`src/rtl/fixed_point_alu_requantize_defines.svh`:
```
// assertion macros for the fixed-point alu requantize block
`ifndef FIXED_POINT_ALU_REQUANTIZE_DEFINES_SVH
`define FIXED_POINT_ALU_REQUANTIZE_DEFINES_SVH
`ifndef SYNTHESIS
`define FXREQ_ASSERT_IMPL(lbl, clk, rst_n, ante, cons, msg) \
    lbl: assert property (@(posedge clk) disable iff (!rst_n) (ante) |-> (cons)) \
        else $error(msg);
`define FXREQ_ASSERT_NEXT(lbl, clk, rst_n, ante, cons, msg) \
    lbl: assert property (@(posedge clk) disable iff (!rst_n) (ante) |=> (cons)) \
        else $error(msg);
`else
`define FXREQ_ASSERT_IMPL(lbl, clk, rst_n, ante, cons, msg)
`define FXREQ_ASSERT_NEXT(lbl, clk, rst_n, ante, cons, msg)
`endif
`endif

```
`src/rtl/fxreq_pkg.sv`:
```
// shared types for the fixed-point alu requantize pipeline
package fxreq_pkg;

    typedef enum logic [1:0] {
        OP_ADD    = 2'd0,
        OP_SUB    = 2'd1,
        OP_MUL    = 2'd2,
        OP_RESIZE = 2'd3
    } t_op;

    // result format carried down the pipe
    typedef struct packed {
        logic [5:0] frac;
        logic [6:0] total;
    } t_fmt;

    // resize rounding controls from stage 1 to stage 2
    typedef struct packed {
        logic       right;
        logic       neg;
        logic [4:0] shift;
    } t_rsz;

endpackage

```
`src/rtl/fxreq_arith.sv`:
```
// stage 1: add, subtract, multiply and resize preparation
module fxreq_arith (
    input  logic                i_clk,
    input  logic                i_en,
    input  fxreq_pkg::t_op      i_op,
    input  logic signed [31:0]  i_a_value,
    input  logic [4:0]          i_a_frac,
    input  logic [5:0]          i_a_total,
    input  logic signed [31:0]  i_b_value,
    input  logic [4:0]          i_b_frac,
    input  logic [5:0]          i_b_total,
    input  logic [5:0]          i_new_total,
    input  logic [4:0]          i_new_frac,
    output logic [63:0]         o_wide,
    output fxreq_pkg::t_rsz     o_rsz,
    output fxreq_pkg::t_fmt     o_fmt
);

    logic signed [63:0] a64;
    logic signed [63:0] b64;
    logic signed [63:0] prod;
    logic [4:0]         lsh;
    logic [4:0]         rsh;
    logic               right;
    logic [32:0]        mag;
    logic [32:0]        mag_half;
    logic [63:0]        n_wide;
    fxreq_pkg::t_rsz    n_rsz;
    fxreq_pkg::t_fmt    n_fmt;
    logic [63:0]        r_wide;
    fxreq_pkg::t_rsz    r_rsz;
    fxreq_pkg::t_fmt    r_fmt;

    assign a64   = 64'(i_a_value);
    assign b64   = 64'(i_b_value);
    // operands are sign-extended 32-bit values, so this is a 32 by 32 signed product
    assign prod  = a64 * b64;
    assign lsh   = i_new_frac - i_a_frac;
    assign rsh   = i_a_frac - i_new_frac;
    assign right = i_a_frac > i_new_frac;

    // magnitude plus half a unit of the last kept bit, shifted in stage 2
    assign mag      = i_a_value[31] ? 33'(-a64) : 33'(a64);
    assign mag_half = mag + (33'd1 << (rsh - 5'd1));

    always_comb begin
        n_fmt = '0;
        unique case (i_op)
            fxreq_pkg::OP_ADD: begin
                n_wide       = 64'(a64 + b64);
                n_fmt.frac   = {1'b0, i_a_frac};
                n_fmt.total  = {1'b0, i_a_total};
            end
            fxreq_pkg::OP_SUB: begin
                n_wide       = 64'(a64 - b64);
                n_fmt.frac   = {1'b0, i_a_frac};
                n_fmt.total  = {1'b0, i_a_total};
            end
            fxreq_pkg::OP_MUL: begin
                n_wide       = prod;
                n_fmt.frac   = 6'(i_a_frac) + 6'(i_b_frac);
                n_fmt.total  = 7'(i_a_total) + 7'(i_b_total);
            end
            fxreq_pkg::OP_RESIZE: begin
                n_wide       = right ? 64'(mag_half) : 64'(a64 <<< lsh);
                n_fmt.frac   = {1'b0, i_new_frac};
                n_fmt.total  = {1'b0, i_new_total};
            end
            default: begin
                n_wide       = '0;
            end
        endcase
    end

    always_comb begin
        n_rsz.right = (i_op == fxreq_pkg::OP_RESIZE) && right;
        n_rsz.neg   = i_a_value[31];
        n_rsz.shift = rsh;
    end

    always_ff @(posedge i_clk) begin
        if (i_en) begin
            r_wide <= n_wide;
            r_rsz  <= n_rsz;
            r_fmt  <= n_fmt;
        end
    end

    assign o_wide = r_wide;
    assign o_rsz  = r_rsz;
    assign o_fmt  = r_fmt;

endmodule

```
`src/rtl/fxreq_round.sv`:
```
// stage 2: resize right shift with rounding and wrap to the raw width
module fxreq_round #(
    parameter int RAW_WIDTH = 32
) (
    input  logic                        i_clk,
    input  logic                        i_en,
    input  logic [63:0]                 i_wide,
    input  fxreq_pkg::t_rsz             i_rsz,
    input  fxreq_pkg::t_fmt             i_fmt,
    output logic signed [RAW_WIDTH-1:0] o_raw,
    output fxreq_pkg::t_fmt             o_fmt
);

    logic [32:0]                 q;
    logic [63:0]                 mag64;
    logic [63:0]                 rounded;
    logic signed [RAW_WIDTH-1:0] n_raw;
    logic signed [RAW_WIDTH-1:0] r_raw;
    fxreq_pkg::t_fmt             r_fmt;

    assign q       = i_wide[32:0] >> i_rsz.shift;
    assign mag64   = 64'(q);
    assign rounded = i_rsz.neg ? (64'd0 - mag64) : mag64;
    assign n_raw   = RAW_WIDTH'(i_rsz.right ? rounded : i_wide);

    always_ff @(posedge i_clk) begin
        if (i_en) begin
            r_raw <= n_raw;
            r_fmt <= i_fmt;
        end
    end

    assign o_raw = r_raw;
    assign o_fmt = r_fmt;

endmodule

```
`src/rtl/fxreq_sat.sv`:
```
// stage 3: wrap or saturate to the result total width (raw value kept if total >= raw width, zero if total is 0)
module fxreq_sat #(
    parameter int RAW_WIDTH = 32
) (
    input  logic                        i_clk,
    input  logic                        i_en,
    input  logic                        i_overflow_mode,
    input  logic signed [RAW_WIDTH-1:0] i_raw,
    input  fxreq_pkg::t_fmt             i_fmt,
    output logic signed [31:0]          o_result_value,
    output fxreq_pkg::t_fmt             o_fmt
);

    localparam logic [6:0] RawTot = 7'(RAW_WIDTH);

    logic [6:0]                  sh;
    logic signed [RAW_WIDTH-1:0] up;
    logic signed [RAW_WIDTH-1:0] wrapped;
    logic signed [RAW_WIDTH-1:0] hi;
    logic signed [RAW_WIDTH-1:0] lo;
    logic signed [RAW_WIDTH-1:0] sat;
    logic signed [RAW_WIDTH-1:0] q;
    logic signed [63:0]          q64;
    logic signed [31:0]          r_value;
    fxreq_pkg::t_fmt             r_fmt;

    // sign extension from the total width by a shift up and back down
    assign sh      = RawTot - i_fmt.total;
    assign up      = i_raw <<< sh;
    assign wrapped = up >>> sh;

    assign hi  = (RAW_WIDTH'(1) << (i_fmt.total - 7'd1)) - RAW_WIDTH'(1);
    assign lo  = ~hi;
    assign sat = (i_raw > hi) ? hi : ((i_raw < lo) ? lo : i_raw);

    always_comb begin
        if (i_fmt.total == 7'd0) begin
            q = '0;
        end else if (i_fmt.total >= RawTot) begin
            q = i_raw;
        end else if (i_overflow_mode) begin
            q = sat;
        end else begin
            q = wrapped;
        end
    end

    assign q64 = 64'(q);

    always_ff @(posedge i_clk) begin
        if (i_en) begin
            r_value <= q64[31:0];
            r_fmt   <= i_fmt;
        end
    end

    assign o_result_value = r_value;
    assign o_fmt          = r_fmt;

endmodule

```
`src/rtl/fixed_point_alu_requantize.sv`:
```
// top level of the fixed-point alu with requantization
// an accepted word passes through stage 1 (arith), stage 2 (round) and stage 3 (sat) to its result word at the output
// throughput: one word per cycle while i_stall is low; each of the three stages holds one word
// a stage refills as soon as its word moves on, so stalls lose nothing
// reset (synchronous, active low) empties the pipe and sets overflow mode to wrap
`include "fixed_point_alu_requantize_defines.svh"
module fixed_point_alu_requantize #(
    parameter int RAW_WIDTH = 32
) (
    input  logic                i_clk,
    input  logic                i_rst_n,
    input  logic                i_cfg_wr_en,
    input  logic                i_cfg_wr_data,
    input  logic                i_valid,
    output logic                o_stall,
    input  logic [1:0]          i_op,
    input  logic signed [31:0]  i_a_value,
    input  logic [4:0]          i_a_frac,
    input  logic [5:0]          i_a_total,
    input  logic signed [31:0]  i_b_value,
    input  logic [4:0]          i_b_frac,
    input  logic [5:0]          i_b_total,
    input  logic [5:0]          i_new_total,
    input  logic [4:0]          i_new_frac,
    output logic                o_valid,
    input  logic                i_stall,
    output logic signed [31:0]  o_result_value,
    output logic [5:0]          o_result_frac,
    output logic [6:0]          o_result_total
);

    logic                        r_overflow_mode;
    logic                        r_v1;
    logic                        r_v2;
    logic                        r_v3;
    logic                        rdy1;
    logic                        rdy2;
    logic                        rdy3;
    logic [63:0]                 s1_wide;
    fxreq_pkg::t_rsz             s1_rsz;
    fxreq_pkg::t_fmt             s1_fmt;
    logic signed [RAW_WIDTH-1:0] s2_raw;
    fxreq_pkg::t_fmt             s2_fmt;
    fxreq_pkg::t_fmt             s3_fmt;

    // a stage takes a new word when empty or when its word moves on
    assign rdy3 = !r_v3 || !i_stall;
    assign rdy2 = !r_v2 || rdy3;
    assign rdy1 = !r_v1 || rdy2;

    always_ff @(posedge i_clk) begin
        if (!i_rst_n) begin
            r_overflow_mode <= 1'b0;
        end else if (i_cfg_wr_en) begin
            r_overflow_mode <= i_cfg_wr_data;
        end
    end

    always_ff @(posedge i_clk) begin
        if (!i_rst_n) begin
            r_v1 <= 1'b0;
            r_v2 <= 1'b0;
            r_v3 <= 1'b0;
        end else begin
            if (rdy1) begin
                r_v1 <= i_valid;
            end
            if (rdy2) begin
                r_v2 <= r_v1;
            end
            if (rdy3) begin
                r_v3 <= r_v2;
            end
        end
    end

    fxreq_arith u_arith (
        .i_clk       (i_clk),
        .i_en        (rdy1),
        .i_op        (fxreq_pkg::t_op'(i_op)),
        .i_a_value   (i_a_value),
        .i_a_frac    (i_a_frac),
        .i_a_total   (i_a_total),
        .i_b_value   (i_b_value),
        .i_b_frac    (i_b_frac),
        .i_b_total   (i_b_total),
        .i_new_total (i_new_total),
        .i_new_frac  (i_new_frac),
        .o_wide      (s1_wide),
        .o_rsz       (s1_rsz),
        .o_fmt       (s1_fmt)
    );

    fxreq_round #(
        .RAW_WIDTH (RAW_WIDTH)
    ) u_round (
        .i_clk  (i_clk),
        .i_en   (rdy2),
        .i_wide (s1_wide),
        .i_rsz  (s1_rsz),
        .i_fmt  (s1_fmt),
        .o_raw  (s2_raw),
        .o_fmt  (s2_fmt)
    );

    fxreq_sat #(
        .RAW_WIDTH (RAW_WIDTH)
    ) u_sat (
        .i_clk           (i_clk),
        .i_en            (rdy3),
        .i_overflow_mode (r_overflow_mode),
        .i_raw           (s2_raw),
        .i_fmt           (s2_fmt),
        .o_result_value  (o_result_value),
        .o_fmt           (s3_fmt)
    );

    assign o_stall        = !rdy1;
    assign o_valid        = r_v3;
    assign o_result_frac  = s3_fmt.frac;
    assign o_result_total = s3_fmt.total;

    `FXREQ_ASSERT_IMPL(a_stall_only_full, i_clk, i_rst_n, o_stall, o_valid && i_stall && r_v1 && r_v2, "input stalled while the pipe has room")
    `FXREQ_ASSERT_NEXT(a_accept_loads, i_clk, i_rst_n, i_valid && !o_stall, r_v1, "accepted word did not enter stage 1")
    `FXREQ_ASSERT_NEXT(a_drain_empty, i_clk, i_rst_n, o_valid && !i_stall && !r_v2, !o_valid, "output word repeated after being taken")

endmodule
```
`config.mk`:
```
export PLATFORM = sky130hd
export DESIGN_NAME = fixed_point_alu_requantize
export DESIGN_NICKNAME = d
export VERILOG_FILES = /design/src/rtl/fxreq_pkg.sv /design/src/rtl/fxreq_arith.sv /design/src/rtl/fxreq_round.sv /design/src/rtl/fxreq_sat.sv /design/src/rtl/fixed_point_alu_requantize.sv
export VERILOG_INCLUDE_DIRS = /design/src /design/src/rtl
export SDC_FILE = /design/constraint.sdc
export NUM_CORES = 2
export LEC_CHECK = 0
export ABC_AREA = 1
export BUFFER_PORTS_ARGS = -buffer_cell sky130_fd_sc_hd__clkbuf_2
export CELL_PAD_IN_SITES_DETAIL_PLACEMENT = 1
export CELL_PAD_IN_SITES_GLOBAL_PLACEMENT = 1
export CORE_MARGIN = 2
export CORE_UTILIZATION = 30
export CTS_BUF_LIST = sky130_fd_sc_hd__clkbuf_8
export CTS_CLUSTER_SIZE = 12
export DETAILED_ROUTE_END_ITERATION = 8
export GPL_TIMING_DRIVEN = 0
export PLACE_DENSITY_LB_ADDON = 0.1
export RECOVER_POWER = 50
export SYNTH_ARGS = -nofsm -noshare
export SYNTH_HDL_FRONTEND = slang
export SYNTH_SLANG_ARGS = --single-unit
```
`constraint.sdc`:
```
create_clock -name i_clk -period 10.3 [get_ports i_clk]
set_input_delay 1.03 -clock i_clk [delete_from_list [all_inputs] [get_ports i_clk]]
set_output_delay 1.03 -clock i_clk [all_outputs]
set_load 0.03 [all_outputs]
```
==> run summary <==
Clocking
- number of buffers between clock root and the deepest sink: 2
- clock-pin transition on the worst setup and hold timing paths: 0.10 ns
- number of CTS-inserted buffers: 17
- Clock Sink Count: 147
- source-to-sink clock delay at the later pin of the worst-skew pair: 0.57 ns
- cell chosen for the clock root: sky130_fd_sc_hd__clkbuf_8
- clock tree from TritonCTS: done
- H-tree lvl count: 4

Worst setup path
- launch instance of the worst register-to-register path: u_round.o_fmt[0]
- Required @ worst endpoint: 10.56 ns
- slowest library cell on the worst path: sky130_fd_sc_hd__clkbuf_1
- R2R Setup Slk: 2.11 ns
- data arrival time of the worst path: 10.15 ns
- Crit Path Category: input pin to flip-flop
- CP startpoint kind: input pin
- maximum fanout along the worst path: 10
- endpoint kind of the worst setup timing path: flip-flop
- Crit path largest cell delay: 0.93 ns
- reg-to-reg endpoint: u_sat.o_result_value[3]
- number of cell instances on the worst register-to-register path: 35

Route
- via-per-instance ratio: 5.08
- Detailed Route Iter0 Violations: 2717
- total via count after detailed routing: 40400
- WL per Instance: 24.4 µm
- Antenna Violating Nets Remaining: 0
- DRC violation count after routing: 0
- WL final: 194000 µm
- first drt pass iteration count: 5

Floorplanning
- area of the die: 0.138 mm²
- die outline width: 371 µm
- Die Y: 371 µm
- standard-cell row count: 134
- Initial Utilization: 30.3%
- io pins: 152
- Placeable Area: 0.134 mm²

Yosys
- top-area cell type share of the netlist area: 22.0%
- number of distinct library cells after synthesis: 61
- part of the Yosys area used for sequential elements: 10.8%
- number of flops mapped to enable cells by yosys: 143
- count of yosys warnings during synthesis: 0
- post-synthesis instance area: 0.0404 mm²
- Mapped Nets: 6897
- Synth Flop Type: sky130_fd_sc_hd__edfxtp_1
- share of async-settable or async-resettable flops after synthesis: 0%
- syn_area_per_cell: 6.71 µm²
- most common cell in the synthesized netlist: sky130_fd_sc_hd__nand2_1
- Synth top cells by count: sky130_fd_sc_hd__nand2_1 (1509), sky130_fd_sc_hd__inv_1 (1183), sky130_fd_sc_hd__nand3_1 (496)
- cell type with the highest aggregate area in the netlist: sky130_fd_sc_hd__fa_1
- gate count after technology mapping: 6030
- leading post-synthesis cells by cell area: sky130_fd_sc_hd__fa_1 (22%), sky130_fd_sc_hd__nand2_1 (14%), sky130_fd_sc_hd__inv_1 (11%), sky130_fd_sc_hd__edfxtp_1 (11%), sky130_fd_sc_hd__ha_1 (9.8%)
- number of register bits inferred by synthesis: 147

Global route
- total global routing overflow: 0
- Total Routing Usage GR: 28.2%
- pin count of the biggest net entering global routing: 40
- first-pass GRT wire length: 285000 µm
- initial antenna violation count: 3
- vias in the first global route: 42500

Timing
- Worst Hold Margin: 0.423 ns
- share of the clock period used by the worst path: 96.0%
- final setup violation count: 0
- final hold violations: 0
- pin slew with the least headroom to its limit: 2.01 ns
- maximum clock skew at final layout: 0.0183 ns
- final critical path time including I/O delays and setup: 9.89 ns
- final setup slack of the worst path: 0.409 ns
- count of final max-slew check failures: 71
- maximum achievable frequency: 101 MHz
- setup repair after global routing missed its margin: false
- Setup TNS Final: 0 ns
- tightest slew margin relative to the limit: -33.8%

Worst hold path
- Hold Crit Class: flip-flop to flip-flop
- number of cells on the worst hold path: 0
- sink of the worst hold path: u_sat.o_fmt[12]
- hold path startpoint: u_round.o_fmt[12]

Cells and area
- area growth from synthesis to final layout: 8.08%
- proportion of layout cells with a drive suffix above 1: 4.00%
- number of cells in the finished layout apart from fillers: 7962
- Nets: 7047

Placement
- Port Buf Inserts: 138
- post-DP HPWL: 166000 µm
- RD Place Congestion: 0.946
- worst slack after detailed placement: -0.777 ns
- instance count after placement with tap cells included: 7939

Run
- max-cap violation count: 2

Run status
- violated checks: capacitance limit, slew limit
- status: finished, violations left

## placed cells by master (no fill, tap or decap), types with 30 or more instances in the layout
cell,n
sky130_fd_sc_hd__inv_1,1184
sky130_fd_sc_hd__mux2i_1,33
sky130_fd_sc_hd__o21ai_0,329
sky130_fd_sc_hd__a21oi_1,281
sky130_fd_sc_hd__nand2_1,1509
sky130_fd_sc_hd__or2_2,30
sky130_fd_sc_hd__nor3_1,65
sky130_fd_sc_hd__nand3_1,496
sky130_fd_sc_hd__clkbuf_1,243
sky130_fd_sc_hd__nand4_1,104
sky130_fd_sc_hd__edfxtp_1,143
sky130_fd_sc_hd__xnor2_1,63
sky130_fd_sc_hd__nor2_1,297
sky130_fd_sc_hd__ha_1,317
sky130_fd_sc_hd__fa_1,445
sky130_fd_sc_hd__xor2_1,131
sky130_fd_sc_hd__clkbuf_2,97
sky130_fd_sc_hd__buf_1,83
## layout make-up
type	count	area [µm²]
Timing Repair Buffer	141	662
Buffer	320	1300
Multi-Input combinational cell	4349	30200
Tap cell	1768	2210
Fill cell	17200	89900
Clock inverter	15	185
Clock buffer	17	234
Sequential cell	147	4370
Antenna cell	1	2.50
Inverter	1204	4520
## per-layer routing
metal	part of all wire (%)	track usage [%]	vias up
li1	-	-	19200
met1	44	36.0	20100
met2	49	50.2	874
met3	2.9	1.73	222
met4	3.8	9.81	0
met5	0	0	-
## what timing repair did
item	CTS	global route
setup endpoints to repair	2	3
hold buffers	0	0
resized for setup	0	10
setup buffers	0	0
## worst max-delay path: cells and delay by family
family,cells,cell delay (ns)
adder cells (fa/ha/maj),9,3.91
AO/OA/AOI/OAI,7,2.23
buffers and inverters,8,1.99
AND/OR/NAND/NOR,6,0.95
## worst max path at each step
stage                             start                 end  depth (start not counted)
after floorplan            i_b_value[8]  u_arith.o_wide[30]                         31
after global placement     i_a_value[6]  u_arith.o_wide[32]                         31
after detailed placement   i_a_value[6]  u_arith.o_wide[32]                         31
after CTS                  i_a_value[4]  u_arith.o_wide[32]                         31
after global routing      i_b_value[10]  u_arith.o_wide[32]                         30
final                     i_b_value[10]  u_arith.o_wide[32]                         30
## state kept, by name (all words and copies together) (netlist names), 7 cells and up
name and flops:
u_round.o_raw 32, u_sat.o_fmt 13, u_arith.o_wide 33, u_arith.o_rsz 7, u_sat.o_result_value 32, u_arith.o_fmt 13, u_round.o_fmt 13
## stage by stage
step | utilization (%) | instance area (µm²)
global route | 32.7 | 43700
detailed placement | 32.5 | 43400
CTS | 32.8 | 43800
floorplan | - | 40400
finish | 32.7 | 43700
global placement | 32.4 | 43300
## cell families (layout without fill, tap and decap cells)
family / count (synthesis) / after routing / share of synthesized area (%)
compound gates: 801 / 801 / 10.9
xor+xnor: 196 / 196 / 4.31
fa+ha+maj: 762 / 762 / 31.8
buf+inv: 1534 / 1697 / 14.5
flops: 147 / 147 / 10.8
mux: 33 / 33 / 0.817
other cells: 0 / 1 / 0
simple gates: 2557 / 2557 / 26.8
Power is left out: the tool's default activity adds up to more than one toggle a clock period on the data nets, which glitch-free logic cannot reach.
